--- config.mk ---
export PLATFORM = sky130hd
export DESIGN_NAME = bphc_ctrl
export DESIGN_NICKNAME = d
export VERILOG_FILES = /design/src/rtl/bphc_pkg.sv /design/src/rtl/bphc_ctrl.sv
export SDC_FILE = /design/constraint.sdc
export NUM_CORES = 1
export LEC_CHECK = 0
export ABC_AREA = 1
export BUFFER_PORTS_ARGS = -buffer_cell sky130_fd_sc_hd__buf_2
export CAP_MARGIN = 10
export CORE_UTILIZATION = 35
export CTS_BUF_LIST = sky130_fd_sc_hd__clkbuf_16
export DETAILED_ROUTE_END_ITERATION = 10
export GPL_TIMING_DRIVEN = 1
export PLACE_DENSITY = 0.56
export RECOVER_POWER = 50
export SYNTH_ARGS = -nofsm -noshare
export SYNTH_HDL_FRONTEND = slang
export SYNTH_SLANG_ARGS = --single-unit
--- constraint.sdc ---
create_clock -name clk -period 1.6 [get_ports clk]
set_input_delay 0.32 -clock clk [delete_from_list [all_inputs] [get_ports clk]]
set_output_delay 0.32 -clock clk [all_outputs]
set_load 0.02 [all_outputs]
--- src/rtl/bphc_pkg.sv ---
`default_nettype none
package bphc_pkg;

    // table geometry
    localparam int TABLE_DEPTH = 256;
    localparam int SLOT_W      = $clog2(TABLE_DEPTH);
    localparam int KEY_W       = 8;
    localparam int VALUE_W     = 32;
    localparam int FIELD_VAL_W = 32;

    // probe chain length
    localparam int PROBE_LIMIT = 5;
    localparam int PROBE_CNT_W = $clog2(PROBE_LIMIT + 1);

    // slot map constants
    localparam int HASH_MUL = 37;
    localparam int HASH_ADD = 127;

    // operation codes
    localparam logic FUNC_LOOKUP = 1'b0;
    localparam logic FUNC_INSERT = 1'b1;

    // request item
    typedef struct packed {
        logic                   func;
        logic [KEY_W-1:0]       key;
        logic [FIELD_VAL_W-1:0] value_in;
    } req_t;

    // response item
    typedef struct packed {
        logic                   hit;
        logic [FIELD_VAL_W-1:0] value_out;
    } rsp_t;

    // controller to datapath commands
    typedef struct packed {
        logic load;
        logic step;
        logic capture;
        logic finish;
    } cmd_t;

    // datapath to controller status
    typedef struct packed {
        logic found;
    } status_t;

    // slot map: x*37 + 127 mod table depth
    function automatic logic [SLOT_W-1:0] next_slot(input logic [SLOT_W-1:0] x);
        logic [2*SLOT_W-1:0] prod;
        begin
            prod = (2*SLOT_W)'(x) * (2*SLOT_W)'(HASH_MUL) + (2*SLOT_W)'(HASH_ADD);
            return prod[SLOT_W-1:0];
        end
    endfunction

endpackage
`default_nettype wire

--- src/rtl/bphc_ctrl.sv ---
`default_nettype none
module bphc_ctrl (
    input  wire logic              clk,
    input  wire logic              rst_n,
    input  wire logic              req_valid,
    output logic                   req_stall,
    output logic                   rsp_valid,
    input  wire logic              rsp_stall,
    input  wire bphc_pkg::status_t sts,
    output bphc_pkg::cmd_t         cmd
);

    typedef enum logic [3:0] {
        ST_IDLE  = 4'b0001,
        ST_ISSUE = 4'b0010,
        ST_CHECK = 4'b0100,
        ST_DONE  = 4'b1000
    } state_t;

    state_t                           state_reg, state_next;
    logic [bphc_pkg::PROBE_CNT_W-1:0] cnt_reg, cnt_next;
    logic                             rsp_valid_reg, rsp_valid_next;
    logic                             last_probe;
    logic                             out_free;

    assign last_probe = (cnt_reg == bphc_pkg::PROBE_CNT_W'(bphc_pkg::PROBE_LIMIT - 1));
    assign out_free   = !rsp_valid_reg || !rsp_stall;

    // sequencer
    always_comb
    begin
        state_next = state_reg;
        cnt_next   = cnt_reg;
        cmd        = '0;
        unique case (state_reg)
            ST_IDLE:
            begin
                if (req_valid)
                begin
                    cmd.load   = 1'b1;
                    state_next = ST_ISSUE;
                end
            end
            ST_ISSUE:
            begin
                cmd.step   = 1'b1;
                cnt_next   = '0;
                state_next = ST_CHECK;
            end
            ST_CHECK:
            begin
                if (sts.found || last_probe)
                begin
                    cmd.capture = 1'b1;
                    state_next  = ST_DONE;
                end
                else
                begin
                    cmd.step = 1'b1;
                    cnt_next = cnt_reg + 1'b1;
                end
            end
            ST_DONE:
            begin
                if (out_free)
                begin
                    cmd.finish = 1'b1;
                    state_next = ST_IDLE;
                end
            end
            default:
            begin
                state_next = ST_IDLE;
            end
        endcase
    end

    // result slot occupancy
    always_comb
    begin
        rsp_valid_next = rsp_valid_reg;
        if (cmd.finish)
        begin
            rsp_valid_next = 1'b1;
        end
        else if (!rsp_stall)
        begin
            rsp_valid_next = 1'b0;
        end
    end

    always_ff @(posedge clk or negedge rst_n)
    begin
        if (!rst_n)
        begin
            state_reg     <= ST_IDLE;
            cnt_reg       <= '0;
            rsp_valid_reg <= 1'b0;
        end
        else
        begin
            state_reg     <= state_next;
            cnt_reg       <= cnt_next;
            rsp_valid_reg <= rsp_valid_next;
        end
    end

    assign req_stall = (state_reg != ST_IDLE);
    assign rsp_valid = rsp_valid_reg;

endmodule
`default_nettype wire

; ---- Yosys cells after proc, flatten, opt, wreduce, memory -nomap -nowiden
; Index checks and enable logic that the tools add are counted.
; W data, S select, Z words.
[totals]
regBits = 8
latchBits = 0
ram_bits = 0
rom_bits = 0
input_bits = 5
output_inout_bits = 6
wordCells = 38
mem_count = 0
[classes]
add_sub_neg = 1
mul = 0
n_div = 0
order_cmp = 0
n_eq_ne = 11
n_shift = 0
mux = 16
n_bitwise = 0
reduce_logical = 7
[ops]
columns = operator, n
row1 = $pmux W4 S4, 1
row2 = $mux W4, 3
row3 = $mux W1, 9
row4 = $ne A2 B2 Y1 const B, 4
row5 = $pmux W3 S2, 1
row6 = $eq A4 B1 Y1 const B, 1
row7 = $eq A4 B2 Y1 const B, 1
row8 = $eq A4 B3 Y1 const B, 1
row9 = $eq A4 B4 Y1 const B, 1
row10 = $ne A4 B1 Y1 const B, 1
row11 = $add A3 B1 Y3 const B, 1
row12 = $eq A3 B3 Y1 const B, 1
row13 = $mux W3, 1
row14 = $reduce_and A3 Y1, 1
row15 = $logic_not A1 Y1, 2
row16 = $logic_or A1 B1 Y1, 2
row17 = $ne A2 B1 Y1 const B, 1
row18 = $pmux W1 S2, 1
row19 = $reduce_and A2 Y1, 1
row20 = $reduce_bool A2 Y1, 1

; ---- Longest topological paths before layout
; Gate-level depths: netlist of run 1.
[logic_depth]
ltp_word = 5
mapped_depth = 7
ltp_nobuf = 7

; ---- Worst setup path before layout of run 1
; No wires, ideal clock.
[synth_path]
path_type = reg2out
from = reg state_reg[2]
to = out cmd[3] (netlist bit)
t_arrival_ns = 1.155
required_ns = 1.280
path_slack_ns = 0.125
path_stages_with_launch = 4
path_buffers = 0
cell_sequence = dfrtp_1 nor2_1 nand3_1 nor2_1
[synth_lines]
columns = element, line_no
row1 = from (decl), bphc_ctrl.sv:20  ; state_t state_reg, state_next;
row2 = from (signal assigned), bphc_ctrl.sv:102  ; state_reg <= state_next;
row3 = to (decl), bphc_ctrl.sv:10  ; output bphc_pkg::cmd_t cmd

==> impl_metrics.tcl, run 1 <==
set metrics [dict create \
    status "finished, final reports clean" \
    fin_skew_ps 3.87 \
    die_h_um 38.0 \
    synth_top_area_share_pct 38.6 \
    drive_gt1_share_pct 38.2 \
    finalCritPeriodShare_pct 99.7 \
    diodes 0 \
    path_buf_inv 2 \
    via_per_inst 4.49 \
    cpMostUsedCell "nand2_4" \
    p_seq_share_pct 26.8 \
    cp-start-kind "flip-flop" \
    cp_slowest_cell "dfrtp_1" \
    routabilityCongestion 0.726 \
    start_util_pct 39.3 \
    seq_area_frac_synth_pct 44.4 \
    power_density_mw_per_mm2 1750 \
    tightest_slew_ps 436 \
    slew_headroom_pct 71.0 \
    syn2layout_area_growth_pct 47.1 \
    cts_buffers 3 \
    synth_nets 64 \
    comb_power_share_pct 36.5 \
    clock.fmax_mhz 627 \
    internal-power_uw 770 \
    hp-start "rsp_stall" \
    finalSetupViolations 0 \
    crit_path_max_incr_delay_ps 360 \
    antenna_found_initial 0 \
    instances_no_fill 90 \
    clock-sinks 8 \
    grt_pass1_wl_mm 1.52 \
    synth_cell_type_count 17 \
    crit_arrival_ps 1270 \
    path_delay_family "flip-flops" \
    largest_reg_flops 4 \
    die_x_um 38.0 \
    ys_top_cells_by_count "nand2_1, nor2_1, inv_1, dfrtp_1, nand3_1" \
    hold_path.class "input port to flip-flop" \
    grt_max_degree 9 \
    insertion_delay_ps 230 \
    grt_pass1_vias 388 \
    yosys_warnings 0 \
    maxCapViolations 0 \
    pin_count 11 \
    async_reset_ff_share_pct 100 \
    detail-route-antenna-nets 0 \
    synth_top_area_cell "dfrtp_1" \
    routed_wl_um 974 \
    synth_edf_count 0 \
    yosysMostFrequentCell "nand2_1" \
    cts_tree "yes" \
    vdd_drop_max_v 0.00100 \
    grt_overflow 0 \
    first_pass_iters 4 \
    route.detailed.drc 0 \
    cp-startpoint "cnt_reg[0]" \
    htree_levels 1 \
    p_sw_uw 400 \
    cp_max_fo 3 \
    grt_use_total_pct 16.0 \
    whs_ps 309 \
    coreArea_mm2 0.00116 \
    cts.path.max_buffers 2 \
    rows 12 \
    worstPathRequired_ps 1280 \
    io_buffers 10 \
    syn_avg_cell_area_um2 7.97 \
    clkTransAtPathRegs_ps 40 \
    swShare_pct 34.2 \
    wl_per_cell_um 10.8 \
    syn_area_um2 454 \
    end_kind "output pin" \
    clkPwrFrac_pct 36.7 \
    r2r_start "cnt_reg[0]" \
    hold_viol 0 \
    dpl.cell_count 80 \
    via_count 404 \
    crit_path_cell_trace "inv_2 -> ha_4 -> a21oi_4 -> nand2_4 -> nand2_4 -> buf_6" \
    die_area_mm2 0.00145 \
    cts_root_buf "clkbuf_16" \
    p_leak_uw 0.000382 \
    dp_hpwl_um 641 \
    crit_type "flip-flop to output pin" \
    drt_iter0_markers 6 \
    drv_slew 0 \
    synth_area_leaders "dfrtp_1, nand2_1, nor2_1" \
    ys_seq_elements 8 \
    synthFlopType "dfrtp_1" \
    min_period_ps 1590 \
    netlist_instances 57 \
    rsz0062_at_grt "yes" \
    nets 84 \
]
==> power by group through the flow <==
stage | clock network, µW | registers (µW) | logic (µW)
2_1_floorplan | 0 | 301 | 262
3_3_place_gp | 0 | 308 | 341
3_5_place_dp | 0 | 309 | 340
4_1_cts | 434 | 307 | 386
5_1_grt | 446 | 323 | 491
6_report | 429 | 314 | 427
==> layout by cell type (no fill, tap or decap), drive strengths merged <==
master,netlist,final
dfrtp,7,7
inv,9,10
nand4,1,1
a21oi,1,1
dfstp,1,1
xnor2,1,1
nand2,15,15
o21ai,4,4
ha,2,2
dlygate4sd3,0,1
buf,1,14
nor2,11,11
nand3,4,4
clkbuf,0,4
==> worst paths after layout <==
kind                                end  slack [ps]  cells after the start
max reg2reg                  cnt_reg[0]         240                      9
min reg2reg                   rsp_valid         500                      2
max                              cmd[2]           5                      6
min in group asynchronous  state_reg[2]         560                      2
max in group asynchronous  state_reg[0]         710                      2
min                           rsp_valid         310                      3
==> kinds of logic after synthesis <==
group	after synthesis	synth area share, %
xor gates and xnor gates	1	1.93
and+or+nand+nor	31	29.5
adders and majority gates	2	5.51
DFF	8	44.4
buffers and inverters	10	9.09
AOI/OAI and AO/OA	5	9.64
==> stage by stage <==
step | instance area, µm² | power (µW) | setup slack, ps | util, % | setup TNS [ps]
3_3_place_gp | 514 | 649 | 116 | 44.5 | 0
4_1_cts | 639 | 1130 | 18.1 | 55.3 | 0
5_1_grt | 668 | 1260 | -46.5 | 57.8 | -46.5
2_1_floorplan | 454 | 563 | 125 | - | 0
3_5_place_dp | 514 | 649 | 81.6 | 44.5 | 0
6_report | 668 | 1170 | 5.23 | 57.8 | 0
==> layout make-up <==
cell class                 count  area (µm²)
timing repair buffer          16         103
clock buffer                   3        75.1
inverter                       9        33.8
tap                           14        17.5
clock inverter                 1        3.75
multi-input combinational     39         234
sequential                     8         201
fill                         109         488
==> tightest hold or removal path: stages <==
cell,delay (ps)
buf_2,70
nand2_1,50
nand2_1,60
==> layer usage <==
metal	share of wire, %	vias up	track usage [%]
met5	0	-	0
met4	2.6	0	10.7
met1	42	177	17.7
met3	3.9	2	4.07
li1	-	213	-
met2	51	12	26.7
==> what timing repair did <==
action	CTS	global route
hold buffers	1	0
buffers inserted	3	2
pin swaps	2	1
setup endpoints to repair	2	3
hold endpoints to repair	7	0
gates resized for setup	5	4
No activity file was read; power rests on OpenSTA's default activity.
==> inputs of run 2 (changes only) <==
- SETUP_SLACK_MARGIN: not set -> 0.15
==> impl_metrics.tcl, run 2 (synthesis gave the netlist of run 1 again) <==
set metrics [dict create \
    status "finished, final reports clean" \
    die_area_mm2 0.00145 \
    largest_reg_flops 4 \
    crit_path_cell_trace "inv_2 -> ha_4 -> a21oi_4 -> nand2_4 -> nand2_4 -> buf_6" \
    cp_max_fo 3 \
    worstPathRequired_ps 1280 \
    nets 91 \
    cpMostUsedCell "nand2_4" \
    drive_gt1_share_pct 49.4 \
    fin_skew_ps 2.66 \
    finalPower_uw 1310 \
    cts_tree "yes" \
    grt_pass1_vias 419 \
    clock.fmax_mhz 628 \
    clock-sinks 8 \
    clkPwrFrac_pct 33.0 \
    hold_path.class "input port to flip-flop" \
    p_sw_uw 448 \
    nFillCells 96 \
    via_per_inst 4.48 \
    crit_path_max_incr_delay_ps 350 \
    finalCritPeriodShare_pct 99.6 \
    route.detailed.drc 0 \
    grt_pass1_wl_mm 1.75 \
    coreArea_mm2 0.00116 \
    cts_buffers 3 \
    pin_count 11 \
    finalSetupViolations 0 \
    maxCapViolations 0 \
    hold_viol 0 \
    io_buffers 10 \
    htree_levels 1 \
    min_period_ps 1590 \
    die_h_um 38.0 \
    rsz0062_at_grt "yes" \
    p_leak_uw 0.000424 \
    cp_slowest_cell "dfrtp_1" \
    grt_max_degree 9 \
    diodes 0 \
    grt_use_total_pct 18.4 \
    internal-power_uw 858 \
    vdd_drop_max_v 0.000957 \
    place_area_um2 517 \
    end_kind "output pin" \
    drt_iter0_markers 11 \
    wl_per_cell_um 10.9 \
    antenna_found_initial 0 \
    tightest_slew_ps 448 \
    cts.path.max_buffers 2 \
    drv_slew 0 \
    dp_hpwl_um 636 \
    cts_root_buf "clkbuf_16" \
    cp-start-kind "flip-flop" \
    comb_power_share_pct 42.6 \
    routabilityCongestion 0.726 \
    grt_overflow 0 \
    crit_type "flip-flop to output pin" \
    detail-route-antenna-nets 0 \
    crit_arrival_ps 1270 \
    final_area_um2 751 \
    power_density_mw_per_mm2 1740 \
    syn2layout_area_growth_pct 65.3 \
    insertion_delay_ps 230 \
    final_common_cell "buf_4" \
    first_pass_iters 4 \
    final_util_pct 64.9 \
    routed_wl_mm 1.06 \
    clkTransAtPathRegs_ps 40 \
    die_x_um 38.0 \
    swShare_pct 34.3 \
    p_seq_share_pct 24.4 \
    via_count 435 \
    layout_common_cells "buf_4, nand2_1, inv_1, nor2_1, dfrtp_1" \
    slew_headroom_pct 70.1 \
    start_util_pct 39.3 \
    rows 12 \
]
-- run 2: cell types whose count changed in the layout (fill, tap and decap cells not counted), sizes merged --
cell,previous run,this run
buf,14,21
-- run 2: layout make-up --
type                    instances  area [µm²]  area share (%)
clock buffers                   3        75.1            10.0
clock inverters                 1        3.75           0.500
inverters                       9        33.8            4.50
multi-input cells              39         254            33.8
flip-flops and latches          8         201            26.8
well taps                      14        17.5            2.33
repair buffers                 23         165            22.0
-- run 2: per-stage QoR --
step / hold slack [ps] / setup TNS (ps) / std cells / worst slack (ps)
final: 320 / 0 / 97 / 6.94
after global routing: 332 / -22.6 / 97 / -22.6
after CTS: 320 / 0 / 91 / 60.7
after detailed placement: 174 / 0 / 80 / 85.5
after global placement: 175 / 0 / 80 / 114
after floorplan: 24.4 / 0 / 57 / 196
-- run 2: what timing repair did --
item / in CTS / in global routing
resized for setup: 13 / 5
setup buffers: 6 / 6
setup endpoints to repair: 5 / 5
pin swaps: 4 / 3
hold endpoints to repair: 7 / 0
hold buffers: 1 / 0
-- run 2: critical path, delay by kind of cell, from the launching register on --
| kind | cells | cell delay (ps) |
|---|---|---|
| flops | 1 | 350 |
| compound gates | 1 | 200 |
| buf+inv | 2 | 170 |
| fa+ha+maj | 1 | 160 |
| simple gates | 2 | 150 |
-- run 2: path summary, 6_finish.rpt --
check | from | endpoint | slack (ps) | depth (start not counted)
max reg2reg | state_reg[0] | cnt_reg[2] | 230 | 7
min reg2reg | rsp_valid | rsp_valid | 500 | 2
max in group asynchronous | rst_n | state_reg[0] | 710 | 2
min in group asynchronous | rst_n | rsp_valid | 550 | 2
min | rsp_stall | rsp_valid | 320 | 3
max | cnt_reg[0] | cmd[2] | 7 | 6
-- run 2: per-layer routing --
metal,up-vias,global-route usage (%),share of wire (%)
li1,225,-,-
met1,198,20.0,43
met2,8,31.4,53
met3,4,3.49,2.0
met4,0,13.4,2.2
met5,-,0,0
-- run 2: power groups by stage --
stage,Clock [µW],Sequential [µW],Combinational (µW)
floorplan,0,301,267
global placement,0,308,346
detailed placement,0,308,350
CTS,434,314,478
global route,445,327,615
finish,432,319,556
